File: config.mk
export PLATFORM = sky130hd
export DESIGN_NAME = gfl_cordic_rot
export DESIGN_NICKNAME = d
export VERILOG_FILES = /design/src/rtl/gfl_pkg.sv /design/src/rtl/gfl_cordic_rot.sv
export SDC_FILE = /design/constraint.sdc
export NUM_CORES = 2
export LEC_CHECK = 0
export BUFFER_PORTS_ARGS = -buffer_cell sky130_fd_sc_hd__buf_2
export CORE_AREA = 4 4 465 467
export CTS_BUF_LIST = sky130_fd_sc_hd__clkbuf_16
export CTS_CLUSTER_SIZE = 30
export DETAILED_ROUTE_END_ITERATION = 8
export DIE_AREA = 0 0 469 471
export GPL_TIMING_DRIVEN = 0
export PLACE_DENSITY_LB_ADDON = 0.05
export SETUP_SLACK_MARGIN = 0.5
export SKIP_LAST_GASP = 1
export SYNTH_ARGS = -nofsm -noshare
export SYNTH_HDL_FRONTEND = slang
export SYNTH_SLANG_ARGS = --single-unit
File: constraint.sdc
create_clock -name clk -period 6.1 [get_ports clk]
set_input_delay 0.61 -clock clk [delete_from_list [all_inputs] [get_ports clk]]
set_output_delay 0.61 -clock clk [all_outputs]
set_load 0.1 [all_outputs]
File: src/rtl/gfl_pkg.sv
`default_nettype none
package gfl_pkg;

  localparam int CORDIC_STAGES_DEF = 16;
  localparam int ATAN_LEN = 24;
  localparam int ADDR_W = 5;

  typedef enum logic [2:0] {
    REG_ORIGIN_LAT  = 3'd0,
    REG_ORIGIN_LON  = 3'd1,
    REG_NORTH_SCALE = 3'd2,
    REG_EAST_SCALE  = 3'd3,
    REG_YAW_COS     = 3'd4,
    REG_YAW_SIN     = 3'd5,
    REG_YAW_ANGLE   = 3'd6,
    REG_CONVENTION  = 3'd7
  } reg_idx_t;

  typedef enum logic [1:0] {
    CONV_NORTH_CW  = 2'd0,
    CONV_NORTH_CCW = 2'd1,
    CONV_EAST_CCW  = 2'd2
  } conv_t;

  typedef struct packed {
    logic               pose_valid;
    logic signed [31:0] map_x_mm;
    logic signed [31:0] map_y_mm;
    logic signed [15:0] map_heading;
    logic signed [15:0] heading_quat_z;
    logic signed [15:0] heading_quat_w;
  } pose_t;

  // Arctangent of 2^-i as a 32-bit binary angle, truncated.
  function automatic logic [31:0] atan_entry(input int i);
    logic [31:0] r;
    case (i)
      0: r = 32'd536870912;
      1: r = 32'd316933405;
      2: r = 32'd167458907;
      3: r = 32'd85004756;
      4: r = 32'd42667331;
      5: r = 32'd21354465;
      6: r = 32'd10679838;
      7: r = 32'd5340245;
      8: r = 32'd2670163;
      9: r = 32'd1335086;
      10: r = 32'd667544;
      11: r = 32'd333772;
      12: r = 32'd166886;
      13: r = 32'd83443;
      14: r = 32'd41721;
      15: r = 32'd20860;
      16: r = 32'd10430;
      17: r = 32'd5215;
      18: r = 32'd2607;
      19: r = 32'd1303;
      20: r = 32'd651;
      21: r = 32'd325;
      22: r = 32'd162;
      23: r = 32'd81;
      default: r = 32'd0;
    endcase
    return r;
  endfunction

endpackage
`default_nettype wire

File: src/rtl/gfl_cordic_rot.sv
`default_nettype none
module gfl_cordic_rot #(
  parameter int STAGES = 16
) (
  input  wire logic               clk,
  input  wire logic               en,
  input  wire logic signed [15:0] hq_in,
  output logic signed [15:0]      hq_out,
  output logic signed [15:0]      sin_out,
  output logic signed [15:0]      cos_out
);
  import gfl_pkg::*;

  localparam logic signed [32:0] X_INIT = 33'sd652032874;

  logic signed [32:0] xs [0:STAGES];
  logic signed [32:0] ys [0:STAGES];
  logic signed [33:0] zs [0:STAGES];
  logic signed [15:0] hs [0:STAGES];
  logic signed [32:0] y_rnd;
  logic signed [32:0] x_rnd;
  logic signed [17:0] y_sh;
  logic signed [17:0] x_sh;

  always_ff @(posedge clk) begin
    if (en) begin
      xs[0] <= X_INIT;
      ys[0] <= 33'sd0;
      zs[0] <= {{3{hq_in[15]}}, hq_in, 15'd0};
      hs[0] <= hq_in;
    end
  end

  for (genvar i = 0; i < STAGES; i++) begin : g_stage
    always_ff @(posedge clk) begin
      if (en) begin
        hs[i+1] <= hs[i];
        if (zs[i] >= 0) begin
          xs[i+1] <= xs[i] - (ys[i] >>> i);
          ys[i+1] <= ys[i] + (xs[i] >>> i);
          zs[i+1] <= zs[i] - $signed({2'b00, atan_entry(i)});
        end else begin
          xs[i+1] <= xs[i] + (ys[i] >>> i);
          ys[i+1] <= ys[i] - (xs[i] >>> i);
          zs[i+1] <= zs[i] + $signed({2'b00, atan_entry(i)});
        end
      end
    end
  end

  always_comb begin
    y_rnd = ys[STAGES] + 33'sd16384;
    x_rnd = xs[STAGES] + 33'sd16384;
    y_sh  = y_rnd[32:15];
    x_sh  = x_rnd[32:15];
  end

  always_ff @(posedge clk) begin
    if (en) begin
      hq_out <= hs[STAGES];
      if (y_sh > 18'sd32767) sin_out <= 16'sh7fff;
      else if (y_sh < -18'sd32768) sin_out <= 16'sh8000;
      else sin_out <= y_sh[15:0];
      if (x_sh > 18'sd32767) cos_out <= 16'sh7fff;
      else if (x_sh < -18'sd32768) cos_out <= 16'sh8000;
      else cos_out <= x_sh[15:0];
    end
  end

endmodule
`default_nettype wire

==> results.toml <==
[run_status]
run_status = "finished clean"

[place]
place_area_um2 = 131000
gp_congestion = 0.978
hpwl_um = 256000
io_buffers = 65
placed_cells = 15500

[synthesis]
avg_synthesized_cell_area_um2 = 10.1
post_synth_edffs = 1693
ys_async_rst_share_pct = 0
synth-main-ff-cell = "edfxtp_1"
synth_sequential_area_ratio_pct = 40.2
synthesized_nets = 13900
yosys.cell_types.count = 89
syn-cell-area_um2 = 126000
postSynthRegisterBits = 1693
synth-warning-count = 0
netlist_instances = 12600

[die]
row_count = 169
core_um2 = 212000
initial_utilization_pct = 59.8
ios = 66
die_footprint_um2 = 221000
die_x_um = 469
die-height_um = 471

[worst_setup_path]
startpoint_type = "input pin"
critPathRequiredTime_ns = 6.65
worst_path_max_delay_cell = "fa_1"
crit_fanout = 53
timing.critical_path.to_type = "flip-flop"
critical_path_class = "input pin to flip-flop"
timing.critical_path.cells = "buf_12, buf_8, buf_6, buf_8, nand2_2, clkbuf_4, clkbuf_8, ha_1, fa_1, a21o_1, a21oi_1, o21bai_1, a31oi_4, o2111ai_1, nand2_1, o21bai_1, and2_1, o311a_1, o41ai_1, xnor2_1"
crit_path_largest_cell_delay_ns = 0.44
timing.critical_path.arrival_ns = 6.06

[finish]
finalNetCount = 14200
final_cell_area_um2 = 138000
final_cells = 15800
drive_gt1_share_pct = 5.15
syn_to_final_growth_pct = 9.04

[clocking]
cts_made_buffers = 184
clk_root_buffer_cell = "clkbuf_16"
clk_pin_slew_worst_paths_ns = 0.06
tritoncts = "done"
clkSinkCount = 1693
clock_tree.htree_level_count = 4
maximum_clock_insertion_buffer_count = 3
clkLatencyLatePin_ns = 0.83

[route]
drt_drc_violations_left = 0
route.final.wire_length_um = 327000
drt_via_density = 6.17
ant_nets = 0
drt-initial-drc-count = 8215
detail_route.first_pass.iterations = 6
wl_per_cell_um = 20.6
dr_total_vias = 97700

[sta]
fin_crit_ns = 5.51
report.final.slew_viol_count = 0
timing.slew.headroom_pct = 9.56
fmax_mhz = 181
grt_setup_unrepaired = "yes"
timing.clock.skew_ns = 0.0394
final_hold_viol_count = 0
worstMarginPinSlew_ns = 1.36
report.final.setup_viol = 0
final.period_utilization_pct = 90.3

[job]
drv.max_cap_violation_count = 0

[hold_path]
worstHoldPathType = "input pin to flip-flop"

[grt]
grt_start_max_net_pins = 141
grt_first_pass_wirelength_um = 514000
grt_util_all_layers_pct = 28.9
antenna_found_initial = 3
grt_pass1_vias = 94600
globalRoute.totalOverflow = 0
==> path summary, 6_finish.rpt <==
check        startpoint    endpoint  slack [ns]  cells after the start
min reg2reg   hs[9][10]  hs[10][10]        0.41                      0
max reg2reg   zs[4][33]   xs[5][31]        0.63                     20
min                  en    hs[4][3]        0.17                      1
max                  en   zs[8][33]        0.59                     20
==> final cells by class <==
class,count,area [um^2]
Antenna cell,1,2.50
Clock buffer,184,4600
Tap cell,2821,3530
Fill cell,17000,73800
Inverter,535,2010
Sequential cell,1693,50800
Clock inverter,154,1580
Buffer,224,1130
Timing Repair Buffer,100,953
Multi-Input combinational cell,10100,73300
==> sequential cells by signal, indices dropped and copies added (netlist names) <==
| name | count |
|---|---|
| hq_out | 16 |
| zs | 436 |
| cos_out | 16 |
| hs | 271 |
| sin_out | 16 |
| xs | 456 |
| ys | 482 |
==> cells in the mapped netlist, drive strengths merged, types with 46 or more instances <==
cell,count,area [um^2]
inv,530,1990
clkbuf,181,679
nor2,927,3480
nor3,295,1480
nand2b,197,1230
nand4,95,594
nand3,215,1080
nor2b,158,988
nor4,102,638
o21a,173,1310
a31oi,129,807
xnor2,1210,10600
a21o,623,4680
o41ai,50,438
and3,111,694
ha,1321,16500
edfxtp,1693,50800
or3,70,438
mux2i,46,460
xor2,586,5130
o21ai,652,3260
o21bai,151,1130
and2,52,325
a211oi,125,943
o31ai,134,1010
a21oi,1244,6230
a21boi,60,454
mux2,47,529
nand2,734,2760
==> critical path: cells and delay by family <==
family                   cells  cell delay [ns]
buffers and inverters        6             1.64
AND/OR/NAND/NOR              3             0.64
XOR/XNOR                     1             0.36
AO/OA/AOI/OAI                8             1.96
adder cells (fa/ha/maj)      2             0.73
==> metrics by stage <==
stage	utilization (%)	hold WS [ns]	worst slack, ns	TNS, ns
after global routing	65.2	0.124	0.251	0
after floorplan	-	0.400	0.582	0
after global placement	61.6	0.400	-8.84	-
after CTS	65.0	0.113	0.500	0
final	65.2	0.170	0.590	0
after detailed placement	61.8	0.405	-4.59	-2596.88
==> timing repair <==
item | 4_1_cts | 5_1_grt
gates resized for setup | 124 | 132
endpoints found under the hold margin | 16 | 0
cloned | 0 | 0
setup buffers | 1 | 0
hold buffers | 16 | 0
pin swaps | 1 | 2
endpoints found under the setup margin | 1614 | 149
==> kinds of logic after synthesis <==
family / count (synthesis) / synth area share (%)
AOI/OAI and AO/OA: 3716 / 18.6
and+or+nand+nor: 3142 / 12.0
xor gates and xnor gates: 1797 / 12.5
DFF: 1693 / 40.2
adders and majority gates: 1364 / 13.7
buffers and inverters: 759 / 2.26
muxes: 93 / 0.783
==> routing by layer <==
| metal | vias to the layer above | share of wire [%] | wire (um) | global-route usage (%) |
|---|---|---|---|---|
| met3 | 593 | 5.6 | 18200 | 3.40 |
| met4 | 0 | 4.0 | 13100 | 10.8 |
| met5 | - | 0 | 0 | 0 |
| li1 | 47400 | - | - | - |
| met1 | 46900 | 43 | 140000 | 38.4 |
| met2 | 2896 | 48 | 155000 | 48.5 |
==> cell usage in the layout (no fill, tap or decap), drive strengths merged, types with 41 or more instances in the layout <==
cell	n
o211ai	41
nor4	102
o21a	173
buf	128
nand2	734
inv	566
nor2	927
a21boi	60
o21bai	151
xnor2	1210
clkinv	84
nand4	95
or3	70
nand3	215
a211oi	125
ha	1321
and2	52
a31oi	129
a21oi	1244
mux2	47
clkbuf	363
o21ai	652
a21o	623
o41ai	50
o31ai	134
nor3	295
and3	111
xor2	586
edfxtp	1693
nor2b	158
mux2i	46
nand2b	197
Power is left out: the tool's default activity adds up to more than one toggle a clock period on the data nets, which glitch-free logic cannot reach.
